## src/sv/tpq_pkg.sv

```systemverilog
// Shared types, constants and helpers for the two-class priority queue
package tpq_pkg;

  localparam int QUEUE_DEPTH = 16;
  localparam int PTR_W       = $clog2(QUEUE_DEPTH);
  localparam int FILL_W      = $clog2(QUEUE_DEPTH + 1);
  localparam int AGE_W       = 8;
  localparam int TAG_W       = 32;
  localparam int COUNT_W     = 5;
  localparam int ENTRY_W     = AGE_W + TAG_W;

  localparam int APB_ADDR_W  = 3;
  localparam int APB_DATA_W  = 32;

  localparam logic [AGE_W-1:0] THRESHOLD_RESET = 8'd60;

  // Register index, taken from byte address bit 2
  typedef enum logic [0:0] {
    REG_AGE_THRESHOLD = 1'b0
  } reg_index_t;

  typedef enum logic [0:0] {
    OP_ADD   = 1'b0,
    OP_SERVE = 1'b1
  } op_t;

  typedef enum logic [1:0] {
    ST_ADDED  = 2'd0,
    ST_FULL   = 2'd1,
    ST_SERVED = 2'd2,
    ST_EMPTY  = 2'd3
  } status_t;

  typedef enum logic [0:0] {
    CLS_NORMAL    = 1'b0,
    CLS_PREFERRED = 1'b1
  } class_t;

  typedef enum logic [0:0] {
    S_IDLE = 1'b0,
    S_READ = 1'b1
  } ctrl_state_t;

  typedef struct packed {
    status_t             status;
    class_t              entry_class;
    logic [AGE_W-1:0]    served_age;
    logic [TAG_W-1:0]    served_tag;
    logic [COUNT_W-1:0]  normal_count;
    logic [COUNT_W-1:0]  preferred_count;
  } result_t;

  // Step a ring pointer, wrapping after the last slot
  function automatic logic [PTR_W-1:0] ptr_advance(input logic [PTR_W-1:0] p);
    return (p == PTR_W'(QUEUE_DEPTH - 1)) ? '0 : p + 1'b1;
  endfunction

endpackage

```

## src/sv/tpq_if.sv

```systemverilog
// Valid/ready channel interfaces for request and response words
interface tpq_req_if;
  logic        valid;
  logic        ready;
  logic [0:0]  operation;
  logic [7:0]  entry_age;
  logic [31:0] entry_tag;

  modport source (output valid, output operation, output entry_age, output entry_tag,
                  input ready);
  modport sink   (input valid, input operation, input entry_age, input entry_tag,
                  output ready);
endinterface

interface tpq_rsp_if;
  logic        valid;
  logic        ready;
  logic [1:0]  status;
  logic [0:0]  entry_class;
  logic [7:0]  served_age;
  logic [31:0] served_tag;
  logic [4:0]  normal_count;
  logic [4:0]  preferred_count;

  modport source (output valid, output status, output entry_class, output served_age,
                  output served_tag, output normal_count, output preferred_count,
                  input ready);
  modport sink   (input valid, input status, input entry_class, input served_age,
                  input served_tag, input normal_count, input preferred_count,
                  output ready);
endinterface

```

## src/sv/tpq_ram.sv

```systemverilog
// Simple dual-port synchronous RAM with registered read data
module tpq_ram #(
  parameter int DEPTH = 16,
  parameter int WIDTH = 40
) (
  input  logic                     clk,
  input  logic                     we,
  input  logic [$clog2(DEPTH)-1:0] waddr,
  input  logic [WIDTH-1:0]         wdata,
  input  logic                     re,
  input  logic [$clog2(DEPTH)-1:0] raddr,
  output logic [WIDTH-1:0]         rdata
);

  logic [WIDTH-1:0] mem [DEPTH];

  // Write port
  always_ff @(posedge clk) begin
    if (we) begin
      mem[waddr] <= wdata;
    end
  end

  // Read port, registered
  always_ff @(posedge clk) begin
    if (re) begin
      rdata <= mem[raddr];
    end
  end

endmodule

```

## src/sv/tpq_apb_regs.sv

```systemverilog
// APB configuration register holding the age threshold
module tpq_apb_regs (
  input  logic                           clk,
  input  logic                           rst,
  input  logic                           psel,
  input  logic                           penable,
  input  logic                           pwrite,
  input  logic [tpq_pkg::APB_ADDR_W-1:0] paddr,
  input  logic [tpq_pkg::APB_DATA_W-1:0] pwdata,
  output logic [tpq_pkg::APB_DATA_W-1:0] prdata,
  output logic                           pready,
  output logic [tpq_pkg::AGE_W-1:0]      threshold
);
  import tpq_pkg::*;

  logic       wr_en;
  reg_index_t reg_sel;

  assign pready  = 1'b1;
  assign reg_sel = reg_index_t'(paddr[2]);
  assign wr_en   = psel && penable && pwrite && pready && (reg_sel == REG_AGE_THRESHOLD);

  // Update threshold on a completed write
  always_ff @(posedge clk) begin
    if (rst) begin
      threshold <= THRESHOLD_RESET;
    end else if (wr_en) begin
      threshold <= pwdata[AGE_W-1:0];
    end
  end

  // Read back
  always_comb begin
    case (reg_sel)
      REG_AGE_THRESHOLD: prdata = APB_DATA_W'(threshold);
      default:           prdata = '0;
    endcase
  end

endmodule

```

## src/sv/tpq_ctrl.sv

```systemverilog
// Queue controller: ring pointers, fill counts and the two entry memories
module tpq_ctrl (
  input  logic                      clk,
  input  logic                      rst,
  tpq_req_if.sink                   req,
  input  logic [tpq_pkg::AGE_W-1:0] threshold,
  input  logic                      buf_free,
  output logic                      res_valid,
  output tpq_pkg::result_t          res
);
  import tpq_pkg::*;

  ctrl_state_t       state, state_next;
  logic [PTR_W-1:0]  n_head, n_head_next, n_tail, n_tail_next;
  logic [PTR_W-1:0]  p_head, p_head_next, p_tail, p_tail_next;
  logic [FILL_W-1:0] n_fill, n_fill_next, p_fill, p_fill_next;
  class_t            rd_class, rd_class_next;

  logic              accept;
  logic              is_pref;
  logic              n_we, p_we, n_re, p_re;
  logic [ENTRY_W-1:0] wdata, n_rdata, p_rdata, rd_entry;

  assign req.ready = (state == S_IDLE) && buf_free;
  assign accept    = req.valid && req.ready;
  assign is_pref   = req.entry_age > threshold;
  assign wdata     = {req.entry_age, req.entry_tag};

  tpq_ram #(.DEPTH(QUEUE_DEPTH), .WIDTH(ENTRY_W)) u_normal_ram (
    .clk   (clk),
    .we    (n_we),
    .waddr (n_tail),
    .wdata (wdata),
    .re    (n_re),
    .raddr (n_head),
    .rdata (n_rdata)
  );

  tpq_ram #(.DEPTH(QUEUE_DEPTH), .WIDTH(ENTRY_W)) u_preferred_ram (
    .clk   (clk),
    .we    (p_we),
    .waddr (p_tail),
    .wdata (wdata),
    .re    (p_re),
    .raddr (p_head),
    .rdata (p_rdata)
  );

  // Next state
  always_comb begin
    state_next = state;
    case (state)
      S_IDLE: begin
        if (accept && (op_t'(req.operation) == OP_SERVE) &&
            ((p_fill != '0) || (n_fill != '0))) begin
          state_next = S_READ;
        end
      end
      S_READ:  state_next = S_IDLE;
      default: state_next = S_IDLE;
    endcase
  end

  // Pointer, fill and memory control
  always_comb begin
    n_head_next   = n_head;
    n_tail_next   = n_tail;
    p_head_next   = p_head;
    p_tail_next   = p_tail;
    n_fill_next   = n_fill;
    p_fill_next   = p_fill;
    rd_class_next = rd_class;
    n_we = 1'b0;
    p_we = 1'b0;
    n_re = 1'b0;
    p_re = 1'b0;
    case (state)
      S_IDLE: begin
        if (accept) begin
          if (op_t'(req.operation) == OP_ADD) begin
            if (is_pref && (p_fill != FILL_W'(QUEUE_DEPTH))) begin
              p_we        = 1'b1;
              p_tail_next = ptr_advance(p_tail);
              p_fill_next = p_fill + 1'b1;
            end else if (!is_pref && (n_fill != FILL_W'(QUEUE_DEPTH))) begin
              n_we        = 1'b1;
              n_tail_next = ptr_advance(n_tail);
              n_fill_next = n_fill + 1'b1;
            end
          end else if (p_fill != '0) begin
            p_re          = 1'b1;
            p_head_next   = ptr_advance(p_head);
            p_fill_next   = p_fill - 1'b1;
            rd_class_next = CLS_PREFERRED;
          end else if (n_fill != '0) begin
            n_re          = 1'b1;
            n_head_next   = ptr_advance(n_head);
            n_fill_next   = n_fill - 1'b1;
            rd_class_next = CLS_NORMAL;
          end
        end
      end
      default: ;
    endcase
  end

  assign rd_entry = (rd_class == CLS_PREFERRED) ? p_rdata : n_rdata;

  // Result word: adds and empty serves finish at once, serves after the read
  always_comb begin
    res_valid           = 1'b0;
    res.status          = ST_ADDED;
    res.entry_class     = CLS_NORMAL;
    res.served_age      = '0;
    res.served_tag      = '0;
    res.normal_count    = COUNT_W'(n_fill_next);
    res.preferred_count = COUNT_W'(p_fill_next);
    case (state)
      S_IDLE: begin
        if (accept) begin
          if (op_t'(req.operation) == OP_ADD) begin
            res_valid       = 1'b1;
            res.entry_class = is_pref ? CLS_PREFERRED : CLS_NORMAL;
            res.status      = (n_we || p_we) ? ST_ADDED : ST_FULL;
          end else if ((p_fill == '0) && (n_fill == '0)) begin
            res_valid  = 1'b1;
            res.status = ST_EMPTY;
          end
        end
      end
      S_READ: begin
        res_valid       = 1'b1;
        res.status      = ST_SERVED;
        res.entry_class = rd_class;
        res.served_age  = rd_entry[ENTRY_W-1:TAG_W];
        res.served_tag  = rd_entry[TAG_W-1:0];
      end
      default: ;
    endcase
  end

  // Hold state
  always_ff @(posedge clk) begin
    if (rst) begin
      state    <= S_IDLE;
      n_head   <= '0;
      n_tail   <= '0;
      n_fill   <= '0;
      p_head   <= '0;
      p_tail   <= '0;
      p_fill   <= '0;
      rd_class <= CLS_NORMAL;
    end else begin
      state    <= state_next;
      n_head   <= n_head_next;
      n_tail   <= n_tail_next;
      n_fill   <= n_fill_next;
      p_head   <= p_head_next;
      p_tail   <= p_tail_next;
      p_fill   <= p_fill_next;
      rd_class <= rd_class_next;
    end
  end

endmodule

```

## src/sv/tpq_out_buf.sv

```systemverilog
// Output register with one skid slot for result words
module tpq_out_buf (
  input  logic             clk,
  input  logic             rst,
  input  logic             res_valid,
  input  tpq_pkg::result_t res,
  output logic             buf_free,
  tpq_rsp_if.source        rsp
);
  import tpq_pkg::*;

  logic    out_valid, skid_valid;
  result_t out_word, skid_word;
  logic    move;

  assign move     = !out_valid || rsp.ready;
  assign buf_free = !skid_valid;

  // Advance the skid slot into the output, or park a new word
  always_ff @(posedge clk) begin
    if (rst) begin
      out_valid  <= 1'b0;
      skid_valid <= 1'b0;
    end else if (move) begin
      out_valid  <= skid_valid || res_valid;
      skid_valid <= 1'b0;
    end else if (res_valid) begin
      skid_valid <= 1'b1;
    end
  end

  always_ff @(posedge clk) begin
    if (move) begin
      if (skid_valid) begin
        out_word <= skid_word;
      end else if (res_valid) begin
        out_word <= res;
      end
    end else if (res_valid) begin
      skid_word <= res;
    end
  end

  assign rsp.valid           = out_valid;
  assign rsp.status          = out_word.status;
  assign rsp.entry_class     = out_word.entry_class;
  assign rsp.served_age      = out_word.served_age;
  assign rsp.served_tag      = out_word.served_tag;
  assign rsp.normal_count    = out_word.normal_count;
  assign rsp.preferred_count = out_word.preferred_count;

endmodule

```

## src/sv/two_class_priority_queue.sv

```systemverilog
// Two-class priority queue: an add's result is registered at the output from acceptance,
// a serve's after the entry memory read. Adds and empty serves finish in the idle state;
// a serve of an entry also passes the read state, set by the registered entry memories.
// One result word may wait at the output while the next item is taken.
// Reset clears pointers and fill counts and sets the threshold to 60; the entry
// memories are not cleared and need no clearing pass.
module two_class_priority_queue (
  input  logic                           clk,
  input  logic                           rst,
  tpq_req_if.sink                        req,
  tpq_rsp_if.source                      rsp,
  input  logic                           psel,
  input  logic                           penable,
  input  logic                           pwrite,
  input  logic [tpq_pkg::APB_ADDR_W-1:0] paddr,
  input  logic [tpq_pkg::APB_DATA_W-1:0] pwdata,
  output logic [tpq_pkg::APB_DATA_W-1:0] prdata,
  output logic                           pready
);
  import tpq_pkg::*;

  logic [AGE_W-1:0] threshold;
  logic             buf_free;
  logic             res_valid;
  result_t          res;

  tpq_apb_regs u_regs (
    .clk       (clk),
    .rst       (rst),
    .psel      (psel),
    .penable   (penable),
    .pwrite    (pwrite),
    .paddr     (paddr),
    .pwdata    (pwdata),
    .prdata    (prdata),
    .pready    (pready),
    .threshold (threshold)
  );

  tpq_ctrl u_ctrl (
    .clk       (clk),
    .rst       (rst),
    .req       (req),
    .threshold (threshold),
    .buf_free  (buf_free),
    .res_valid (res_valid),
    .res       (res)
  );

  tpq_out_buf u_out (
    .clk       (clk),
    .rst       (rst),
    .res_valid (res_valid),
    .res       (res),
    .buf_free  (buf_free),
    .rsp       (rsp)
  );

endmodule

```

## src/flat_wrapper.sv

```systemverilog
// flat-port wrapper written by rule: the top's interface ports become plain ports
module two_class_priority_queue_flat import tpq_pkg::*;
  (clk, rst, psel, penable, pwrite, paddr, pwdata, prdata, pready, req_valid, req_operation, req_entry_age, req_entry_tag, req_ready, rsp_valid, rsp_status, rsp_entry_class, rsp_served_age, rsp_served_tag, rsp_normal_count, rsp_preferred_count, rsp_ready);
  tpq_req_if req_i ();
  tpq_rsp_if rsp_i ();
  input  logic clk;
  input  logic rst;
  input  logic psel;
  input  logic penable;
  input  logic pwrite;
  input  logic [tpq_pkg::APB_ADDR_W-1:0] paddr;
  input  logic [tpq_pkg::APB_DATA_W-1:0] pwdata;
  output logic [tpq_pkg::APB_DATA_W-1:0] prdata;
  output logic pready;
  input wire logic [$bits(req_i.valid)-1:0] req_valid;
  input wire logic [$bits(req_i.operation)-1:0] req_operation;
  input wire logic [$bits(req_i.entry_age)-1:0] req_entry_age;
  input wire logic [$bits(req_i.entry_tag)-1:0] req_entry_tag;
  output wire logic [$bits(req_i.ready)-1:0] req_ready;
  output wire logic [$bits(rsp_i.valid)-1:0] rsp_valid;
  output wire logic [$bits(rsp_i.status)-1:0] rsp_status;
  output wire logic [$bits(rsp_i.entry_class)-1:0] rsp_entry_class;
  output wire logic [$bits(rsp_i.served_age)-1:0] rsp_served_age;
  output wire logic [$bits(rsp_i.served_tag)-1:0] rsp_served_tag;
  output wire logic [$bits(rsp_i.normal_count)-1:0] rsp_normal_count;
  output wire logic [$bits(rsp_i.preferred_count)-1:0] rsp_preferred_count;
  input wire logic [$bits(rsp_i.ready)-1:0] rsp_ready;
  assign req_i.valid = req_valid;
  assign req_i.operation = req_operation;
  assign req_i.entry_age = req_entry_age;
  assign req_i.entry_tag = req_entry_tag;
  assign req_ready = req_i.ready;
  assign rsp_valid = rsp_i.valid;
  assign rsp_status = rsp_i.status;
  assign rsp_entry_class = rsp_i.entry_class;
  assign rsp_served_age = rsp_i.served_age;
  assign rsp_served_tag = rsp_i.served_tag;
  assign rsp_normal_count = rsp_i.normal_count;
  assign rsp_preferred_count = rsp_i.preferred_count;
  assign rsp_i.ready = rsp_ready;
  two_class_priority_queue u_core (.clk(clk), .rst(rst), .req(req_i), .rsp(rsp_i), .psel(psel), .penable(penable), .pwrite(pwrite), .paddr(paddr), .pwdata(pwdata), .prdata(prdata), .pready(pready));
endmodule
```

## config.mk

```make
export PLATFORM = sky130hd
export DESIGN_NAME = two_class_priority_queue_flat
export DESIGN_NICKNAME = d
export VERILOG_FILES = /design/src/sv/tpq_pkg.sv /design/src/sv/tpq_if.sv /design/src/sv/tpq_ram.sv /design/src/sv/tpq_apb_regs.sv /design/src/sv/tpq_ctrl.sv /design/src/sv/tpq_out_buf.sv /design/src/sv/two_class_priority_queue.sv /design/src/flat_wrapper.sv
export SDC_FILE = /design/constraint.sdc
export NUM_CORES = 1
export LEC_CHECK = 0
export BUFFER_PORTS_ARGS = -buffer_cell sky130_fd_sc_hd__buf_2
export CORE_MARGIN = 3
export CORE_UTILIZATION = 35
export CTS_CLUSTER_DIAMETER = 60
export CTS_CLUSTER_SIZE = 25
export DETAILED_ROUTE_END_ITERATION = 8
export PLACE_DENSITY = 0.62
export SETUP_SLACK_MARGIN = 0.1
export SLEW_MARGIN = 30
export SYNTH_ARGS = -nofsm -noshare
export SYNTH_HDL_FRONTEND = slang
export SYNTH_SLANG_ARGS = --single-unit
export TNS_END_PERCENT = 20
```

## constraint.sdc

```tcl
create_clock -name clk -period 5.9 [get_ports clk]
set_input_delay 0.59 -clock clk [delete_from_list [all_inputs] [get_ports clk]]
set_output_delay 0.59 -clock clk [all_outputs]
set_load 0.1 [all_outputs]
```

# == After elaboration in Yosys (flattened, before gate mapping) ==
# Memory sizes are Yosys's and may differ from the RTL's. A register that Yosys moved wholly into a read port is not among the register bits.
# Index checks and enable logic that the tools add are counted.
# totals
ramBits,1280
n_memories,2
reg_bits,144
input_bits,83
wordCells,135
# classes
reduce_logical,31
add_sub_neg,8
bitwise_logic,6
n_lt_le_gt_ge,1
eq_ne,6
muxes,58
# memory_table
name,words,word_bits,rd,rd_ports_with_merged_regs,write_ports,line_no,text
u_core.u_ctrl.u_normal_ram.mem,16,40,1,1,1,tpq_ram.sv:15,logic [WIDTH-1:0] mem [DEPTH];
u_core.u_ctrl.u_preferred_ram.mem,16,40,1,1,1,tpq_ram.sv:15,
# ops
operator,n
2-to-1 mux 53 bit,2
2-to-1 mux 40 bit,2
2-to-1 mux 5 bit,12
2-to-1 mux 1 bit,31
"adder 4 x 1 -> 4 bit, second input constant",4
"== test 4 bit, second input constant",4
2-to-1 mux 4 bit,4
AND reduction 4 bit,3
"adder 5 x 1 -> 5 bit, second input constant",2
logical AND 1 bit,10
zero test 5 bit,2
"!= test 5 bit, second input constant",2
AND reduction 5 bit,2
nonzero test 5 bit,2
"subtractor 5 x 1 -> 5 bit, second input constant",2
> comparator 8 bit,1
2-to-1 mux 8 bit,1
inverter 1 bit,6
case mux 3 bit (2 select lines),1
logical OR 1 bit,4
2-to-1 mux 2 bit,2
case mux 1 bit (2 select lines),2
AND reduction 2 bit,2
nonzero test 2 bit,2
3 further kinds,5

# == Logic depth before layout (Yosys ltp) ==
# Gate-level depths: netlist of the first run.
# logic_depth
word_depth,15
depth_mapped,10
mapped_depth_nobuf,8

# == Hierarchy ==
# Synthesis of the first run repeated with hierarchy kept, for this count alone.
# unflattened
cells_unflattened,2677
area_unflattened_um2,58538.6
# modules_own_cells
module,seq_area_each_um2,cells_each,instances,area_per_inst_um2
tpq_ram,20419.6,1040,2,25532.0
tpq_out_buf,3223.1,175,1,4150.2
tpq_ctrl,560.5,352,1,2713.9
tpq_apb_regs,160.2,70,1,610.6

# == Worst setup path before layout of the first run ==
# OpenSTA, ideal clock, no wires.
# synth_timing
kind,input port to flip-flop
startpoint,in req_entry_age[7]
endpoint,"mem u_core.u_ctrl.u_normal_ram.mem[3][0], enable pin"
path_stages,8
required_time_ns,5.413
slack_ns,0.617
arrival_ns,4.796
path_cell_list,ha_1 > nand4_4 > or2_1 > and2_4 > buf_6 > nor3_4 > nand3_2 > nor3_1
# synth_between
elab_chain_len,10
# synth_lines
element,line_no,text
from (decl),flat_wrapper.sv:17,input wire logic [$bits(req_i.entry_age)-1:0] req_entry_age;
> comparator 8 bit *,tpq_ctrl.sv:26,assign is_pref = req.entry_age > threshold;
zero test 1 bit,tpq_ctrl.sv:85,end else if (!is_pref && (n_fill != FILL_W'(QUEUE_DEPTH))) begin
logical AND 1 bit,tpq_ctrl.sv:85,
2-to-1 mux 1 bit,tpq_ctrl.sv:85,
2-to-1 mux 1 bit *,tpq_ctrl.sv:81,if (is_pref && (p_fill != FILL_W'(QUEUE_DEPTH))) begin
2-to-1 mux 1 bit *,tpq_ctrl.sv:80,if (op_t'(req.operation) == OP_ADD) begin
2-to-1 mux 1 bit *,tpq_ctrl.sv:79,if (accept) begin
2-to-1 mux 1 bit *,tpq_ctrl.sv:77,case (state)
2-to-1 mux 1 bit *,tpq_ram.sv:19,if (we) begin
2-to-1 mux 1 bit (not written as such) *,tpq_ram.sv:20,mem[waddr] <= wdata;
to (decl),tpq_ram.sv:15,
# Mark *: on every way between the ends. The rest lies on a longest branch, timed or not.

# == Final worst setup path of the first run ==
# layout_timing
startpoint,in req_entry_age[0]
endpoint,"mem u_core.u_ctrl.u_preferred_ram.mem[10][20], enable pin"
# layout_between
elab_chain_len,8
# layout_lines
element,line_no
> comparator 8 bit,tpq_ctrl.sv:26
logical AND 1 bit,tpq_ctrl.sv:81
2-to-1 mux 1 bit,tpq_ctrl.sv:81
2-to-1 mux 1 bit,tpq_ctrl.sv:80
2-to-1 mux 1 bit,tpq_ctrl.sv:79
2-to-1 mux 1 bit,tpq_ctrl.sv:77
2-to-1 mux 1 bit,tpq_ram.sv:19
2-to-1 mux 1 bit (not written as such),tpq_ram.sv:20
to (decl),tpq_ram.sv:15
# No other way between the ends.

==> reports/results.ini, run 1 <==
[run_status]
status = finished clean

[pwr]
power_density_nw_per_um2 = 334
switching_power_mw = 5.54
switching_share = 0.253
max-vdd-ir-drop_mv = 0.263
seqPwrFrac = 0.548
p_int_mw = 16.3
p_leak_nw = 19.7
clockPowerShare = 0.379
combPwrFrac = 0.073

[worst_setup_path]
path_cells = buf_2, inv_1, ha_1, nor2b_1, o211ai_1, a211oi_4, o211a_1, nand3_1, nor2_4, buf_4
cp_max_fo = 33
crit_slowest_cell = nor2_4
arrival_ns = 4.26
cp_slowest_stage_delay_ns = 0.57
critPathLaunchType = input pin
path_class = input pin to register
crit_required_ns = 6.29
endpoint_kind = register

[final_layout]
drive_gt1_frac = 0.317
regArea_sq_um = 44800
multi_input_area_sq_um = 12600
area_growth_pct = 13.3
fin_nets = 2789
nFillCells = 14200
stdcell_count = 4960

[global_routing]
grt_pass1_wl_microns = 185000
grt_pass1_vias = 26300
grt_antenna_before_repair = 17
grt_usage = 0.148
grt.overflow.total = 0
grt_max_degree = 79

[timing]
setup_tns_ns = 0
max_slew.worst_pin.slew_ns = 0.992
max-slew-margin-rel = 0.338
min_period_ns = 3.88
setup_violations = 0
fmax_ghz = 0.258
slew_viol_final = 0
hold_viol = 0
fin_crit_sh = 0.657
rsz0062_at_grt = false
fin_skew_ns = 0.0241

[clock_tree]
htree_num_levels = 3
post_cts_buffers = 0
clk_pin_slew_ns = 0.08
root_buffer = clkbuf_16
numCtsBuffers = 108
ctsHoldBuffers = 0
clk_latency_ns = 0.73
cts.path.max_buffers = 3
cts_tree = yes
clkSinkCount = 1504
cts_resized = 0

[detailed_routing]
firstDrtPassIters = 5
ant_nets = 0
num_vias = 25800
wire_per_inst_microns = 25.5
drc_errors = 0
avgViaCountPerCell = 5.19
drtIter0Drc = 2346
drt_wl_total_microns = 127000

[logic_synthesis]
synth_flop_cell = edfxtp_1
syn_area_per_cell_sq_um = 22.8
synthTopCellsByArea = edfxtp_1 76%, mux4_2 16%, dfxtp_1 1.3%, mux2_2 0.88%, mux2i_1 0.85%
syn_inst = 2537
yosysSeqAreaShare = 0.774
synth.most_common_cell = edfxtp_1
synthTopCellsByCount = 1466 x edfxtp_1, 400 x mux4_2, 78 x clkbuf_1
synth-warning-count = 0
ys_seq_elements = 1504
synth.cell_area_sq_um = 57800
ys_async_sr_fraction = 0
synth.top_cell.area_share = 0.761
synth_edf_count = 1466
yosysTopAreaCell = edfxtp_1
synth.distinct_cells = 66

[run]
max_cap_viol_count = 0

[floorplan]
boundaryPins = 171
fp.dieH_microns = 413
fp.dieArea_sq_um = 170000
initial_utilization = 0.354
row_count = 148
die_w_microns = 413
coreArea_sq_um = 164000

[placed_design]
portBuffers = 119
routabilityCongestion = 0.744
dp_cells = 4747
place_hpwl_microns = 69300

[min_path]
hp-class = input pin to register

[final timing paths]
check	start	to	slack, ns	cells after the start
max	req_entry_age[0]	u_core.u_ctrl.u_preferred_ram.mem[10][20]$_DFFE_PP_	2.02	10
min	pwdata[4]	u_core.u_regs.threshold[4]$_SDFFE_PP1P_	0.08	2
max reg2reg	u_core.u_regs.threshold[1]$_SDFFE_PP0P_	u_core.u_ctrl.u_preferred_ram.mem[10][20]$_DFFE_PP_	2.16	9
min reg2reg	u_core.u_regs.threshold[1]$_SDFFE_PP0P_	u_core.u_regs.threshold[1]$_SDFFE_PP0P_	0.46	2
[sequential cells by signal, indices dropped and copies added (netlist names), 2 cells and up]
name / flops
u_core.u_ctrl.n_fill: 5
u_core.u_regs.threshold: 8
u_core.u_ctrl.p_fill: 5
u_core.u_ctrl.u_normal_ram.mem: 640
u_core.u_ctrl.n_head: 4
u_core.u_out.rsp.served_tag: 32
u_core.u_out.skid_word: 53
u_core.u_out.rsp.served_age: 8
u_core.u_ctrl.u_normal_ram.rdata: 40
u_core.u_ctrl.u_preferred_ram.mem: 640
u_core.u_ctrl.n_tail: 4
u_core.u_ctrl.u_preferred_ram.rdata: 40
u_core.u_out.rsp.status: 2
u_core.u_ctrl.p_tail: 4
u_core.u_out.rsp.normal_count: 5
u_core.u_ctrl.p_head: 4
u_core.u_out.rsp.preferred_count: 5
[layer usage]
layer | GRT usage | vias to the layer above | part of all wire
li1 | - | 10900 | -
met1 | 0.212 | 13900 | 0.43
met2 | 0.239 | 805 | 0.48
met3 | 0.0239 | 157 | 0.063
met4 | 0.0357 | 6 | 0.018
met5 | 0 | - | 0.00022
[worst max-delay path: cells and delay by family]
kind	cells	cell delay (ns)
buf+inv	3	1.13
compound gates	3	1.13
fa+ha+maj	1	0.26
simple gates	3	1.08
[cell families after synthesis]
family                     count (synthesis)  synth area share
DFF                                     1504             0.774
muxes                                    496             0.173
and+or+nand+nor                          240            0.0227
buffers and inverters                    176            0.0134
AOI/OAI and AO/OA                         92            0.0106
adders and majority gates                 22           0.00476
xor gates and xnor gates                   5          0.000757
other                                      2          0.000130
[area by class of cell]
type | instances | share of cell area
clock buffer | 109 | 0.0413
timing repair buffer | 170 | 0.0190
tap | 2175 | 0.0415
sequential | 1504 | 0.684
inverter | 20 | 0.00115
clock inverter | 97 | 0.0210
antenna | 5 | 0.000191
multi-input combinational | 880 | 0.192
[power groups by stage]
stage                     Clock (mW)  Sequential (mW)  Combinational (mW)
final                           8.29             12.0                1.61
after global routing            8.87             12.0                1.71
after CTS                       8.49             12.0                1.64
after detailed placement           0             12.2                1.63
after global placement             0             12.2                1.60
after floorplan                    0             12.6               0.755
[cell usage in the layout, fill, tap and decap left out, types with 6 or more instances in the layout]
| cell | n |
|---|---|
| mux2i_1 | 49 |
| nor2b_1 | 47 |
| inv_1 | 20 |
| nor3_1 | 12 |
| dfxtp_1 | 27 |
| inv_8 | 25 |
| inv_12 | 8 |
| buf_2 | 119 |
| bufinv_16 | 6 |
| dfxtp_4 | 9 |
| nand3_1 | 19 |
| a31oi_1 | 9 |
| nor2_1 | 43 |
| buf_12 | 18 |
| conb_1 | 25 |
| clkbuf_16 | 108 |
| ha_1 | 22 |
| nand2b_1 | 6 |
| inv_16 | 6 |
| a21oi_1 | 34 |
| edfxtp_1 | 1466 |
| nand2_1 | 45 |
| clkinv_8 | 19 |
| inv_6 | 18 |
| mux2_2 | 45 |
| buf_4 | 30 |
| mux4_2 | 400 |
| and3_4 | 13 |
| nor2_4 | 14 |
| o21ai_0 | 14 |
[stage by stage]
step	power, mW	util	hold WS (ns)	area, sq um	setup slack, ns
after floorplan	13.4	-	0.436	57900	0.617
after global placement	13.8	0.375	0.447	61300	1.37
after detailed placement	13.9	0.376	0.448	61400	1.24
after CTS	22.1	0.400	0.0286	65500	2.03
after global routing	22.6	0.401	0.0638	65500	1.82
final	21.9	0.401	0.0792	65500	2.02
Power figures use the tool's default switching activity.
==> run 2, diff against run 1 <==
Settings changed: ABC_AREA from default to 1, PLACE_DENSITY 0.62 to 0.64.
Clock period 5.9 ns to 3.2 ns, I/O delays scaled along.
==> run 2 against run 1 <==
Net effect: hold slack improved by 0.049 ns; non-clock buffer count rose by 107; largest cell class unchanged; clock skew rose by 0.026 ns; clock power rose by 74%; routed wire length rose by 27%; synthesized area rose by 1.8%.
==> reports/results.ini, run 2 <==
[logic_synthesis]
ys_async_sr_fraction = 0  ; unchanged
yosysSeqAreaShare = 0.761  ; -0.0135
synthTopCellsByArea = edfxtp_1 75%, nor2_1 5.3%, o21ai_0 4.6%, nand2_1 2.5%, o221ai_1 2.0%
synth.most_common_cell = edfxtp_1
synth_edf_count = 1466  ; unchanged
syn_inst = 4312  ; +70%
synthTopCellsByCount = 1466 x edfxtp_1, 829 x nor2_1, 538 x o21ai_0
synth_flop_cell = edfxtp_1
synth.distinct_cells = 39  ; -41%
ys_seq_elements = 1504  ; unchanged
synth-warning-count = 0  ; unchanged
synth.cell_area_sq_um = 58900  ; +1.8%
syn_area_per_cell_sq_um = 13.7  ; -40%
synth.top_cell.area_share = 0.748  ; -0.0133
yosysTopAreaCell = edfxtp_1

[floorplan]
die_w_microns = 416  ; +0.87%
coreArea_sq_um = 166000  ; +1.6%
fp.dieH_microns = 416  ; +0.87%
boundaryPins = 171  ; unchanged
initial_utilization = 0.354  ; +0.000640
fp.dieArea_sq_um = 173000  ; +1.7%
row_count = 149  ; +0.68%

[final_layout]
regArea_sq_um = 44800  ; about the same
drive_gt1_frac = 0.121  ; -0.196
layout_common_cells = 1466 x edfxtp_1, 795 x nor2_1, 538 x o21ai_0
area_growth_pct = 13.4  ; about the same
utilization = 0.402  ; +0.000906
fin_nets = 4521  ; +62%
multi_input_area_sq_um = 12700  ; +0.91%
design_area_sq_um = 66700  ; +1.8%
largestRegisters = u_core.u_ctrl.u_normal_ram.mem (640), u_core.u_ctrl.u_preferred_ram.mem (640), u_core.u_out.skid_word (53)
final_common_cell = edfxtp_1
nFillCells = 15000  ; +6.1%

[detailed_routing]
drt_wl_total_microns = 161000  ; +27%
drtIter0Drc = 4966  ; +110%
drc_errors = 0  ; unchanged
wire_per_inst_microns = 24.0  ; -6.0%
num_vias = 36400  ; +41%
firstDrtPassIters = 5  ; unchanged
avgViaCountPerCell = 5.43  ; +4.6%
ant_nets = 0  ; unchanged

[pwr]
p_leak_nw = 21.6  ; +9.8%
p_int_mw = 29.9  ; +83%
seqPwrFrac = 0.546  ; -0.002
switching_share = 0.259  ; +0.00595
finalPower_mw = 40.4  ; +85%
clockPowerShare = 0.357  ; -0.022
switching_power_mw = 10.5  ; +89%
max-vdd-ir-drop_mv = 0.447  ; +70%
combPwrFrac = 0.097  ; +0.024
power_density_nw_per_um2 = 605  ; +81%

[timing]
slew_viol_final = 0  ; unchanged
fin_crit_sh = 0.912
max_slew.worst_pin.slew_ns = 1.01  ; +0.0140 ns
hold_viol = 0  ; unchanged
fin_skew_ns = 0.0497  ; +0.0256 ns
min_period_ns = 2.92
rsz0062_at_grt = true
setup_violations = 0  ; unchanged
max-slew-margin-rel = 0.329  ; -0.00936
fmax_ghz = 0.343
layout_setup_ws_ns = 0.281  ; -1.74 ns

[clock_tree]
root_buffer = clkbuf_16
numCtsBuffers = 104  ; -3.7%
post_cts_buffers = 0  ; unchanged
clk_pin_slew_ns = 0.09  ; about the same
clkSinkCount = 1504  ; unchanged
htree_num_levels = 3  ; unchanged
cts_tree = yes
clk_latency_ns = 0.76  ; +0.03 ns
cts.path.max_buffers = 3  ; unchanged
cts_resized = 0  ; unchanged

[placed_design]
portBuffers = 119  ; unchanged
routabilityCongestion = 0.838  ; +13%
place_hpwl_microns = 98500  ; +42%
placed_area_sq_um = 62900  ; +2.5%
pre_cts_slack_ns = 0.151  ; -1.09 ns

[run_status]
status = finished clean

[worst_setup_path]
crit_required_ns = 3.59  ; -2.70 ns
endpoint_kind = register
path_class = register to register
cp_max_fo = 20  ; -39%
critPathLaunchType = register
arrival_ns = 3.31  ; -0.95 ns

[run]
max_cap_viol_count = 0  ; unchanged

[global_routing]
grt_pass1_vias = 33800  ; +29%
grt_max_degree = 148  ; +87%
grt_antenna_before_repair = 22  ; +5
grt_pass1_wl_microns = 233000  ; +26%
grt.overflow.total = 0  ; unchanged
grt_usage = 0.181  ; +0.0322

[min_path]
hp-class = input pin to register

==> run 2: layer usage <==
layer	up-vias	routed length (microns)	global-route usage
li1	16200	-	-
met1	18200	67100	0.257
met2	1757	74900	0.287
met3	212	14900	0.0304
met4	16	3720	0.0488
met5	-	103	0
==> run 2: per-stage QoR <==
step           TNS [ns]  instances  hold slack, ns
2_1_floorplan   -453.90       4335           0.389
6_report              0       6698           0.128
3_3_place_gp          0       6489           0.481
5_1_grt               0       6695           0.128
3_5_place_dp          0       6489           0.497
4_1_cts               0       6695          0.0673
==> run 2: final timing paths <==
check | from | end | slack, ns | cells past startpoint
worst max-delay path | u_core.u_regs.threshold[7]$_SDFFE_PP0P_ | u_core.u_ctrl.u_normal_ram.mem[5][37]$_DFFE_PP_ | 0.28 | 11
worst min-delay path | req_entry_tag[16] | u_core.u_ctrl.u_normal_ram.mem[15][16]$_DFFE_PP_ | 0.13 | 1
worst max register to register | u_core.u_regs.threshold[7]$_SDFFE_PP0P_ | u_core.u_ctrl.u_normal_ram.mem[5][37]$_DFFE_PP_ | 0.28 | 11
worst min register to register | u_core.u_out.skid_word[2]$_DFFE_PP_ | u_core.u_out.rsp.preferred_count[2]$_DFFE_PP_ | 0.51 | 2
==> run 2: kinds of logic after synthesis <==
group / synth area share
mux: 0.0112
simple gates: 0.0959
buf+inv: 0.0293
other cells: 0.000128
compound gates: 0.0968
xor+xnor: 0.00119
fa+ha+maj: 0.00468
flops: 0.761
==> run 2: worst max-delay path, cell delays in order, from the launching register on <==
cell	delay [ns]
dfxtp_1	0.32
inv_1	0.07
ha_1	0.30
a21o_1	0.19
nor2_1	0.17
nand2_1	0.17
nand2_2	0.15
nand2_4	0.09
nor2_4	0.24
nand2_1	0.31
nor2_4	0.25
buf_4	0.33
==> run 2: cell type report <==
type,count,share of cell area
clock inverter,85,0.0152
clock buffer,111,0.0402
inverter,76,0.00458
sequential,1504,0.671
antenna,3,0.000113
tap,2189,0.0410
multi-input combinational,2453,0.190
timing repair buffer,277,0.0372
==> run 2: what timing repair did <==
item / CTS / global route
setup endpoints to repair: 0 / 40
hold buffers: 10 / 0
hold endpoints to repair: 22 / 0
==> run 2: power groups by stage <==
stage | Sequential (mW) | Combinational [mW] | Clock, mW
floorplan | 23.2 | 1.88 | 0
global placement | 22.5 | 3.83 | 0
detailed placement | 22.5 | 3.88 | 0
CTS | 22.1 | 3.90 | 14.6
global route | 22.1 | 4.18 | 15.4
finish | 22.1 | 3.90 | 14.4
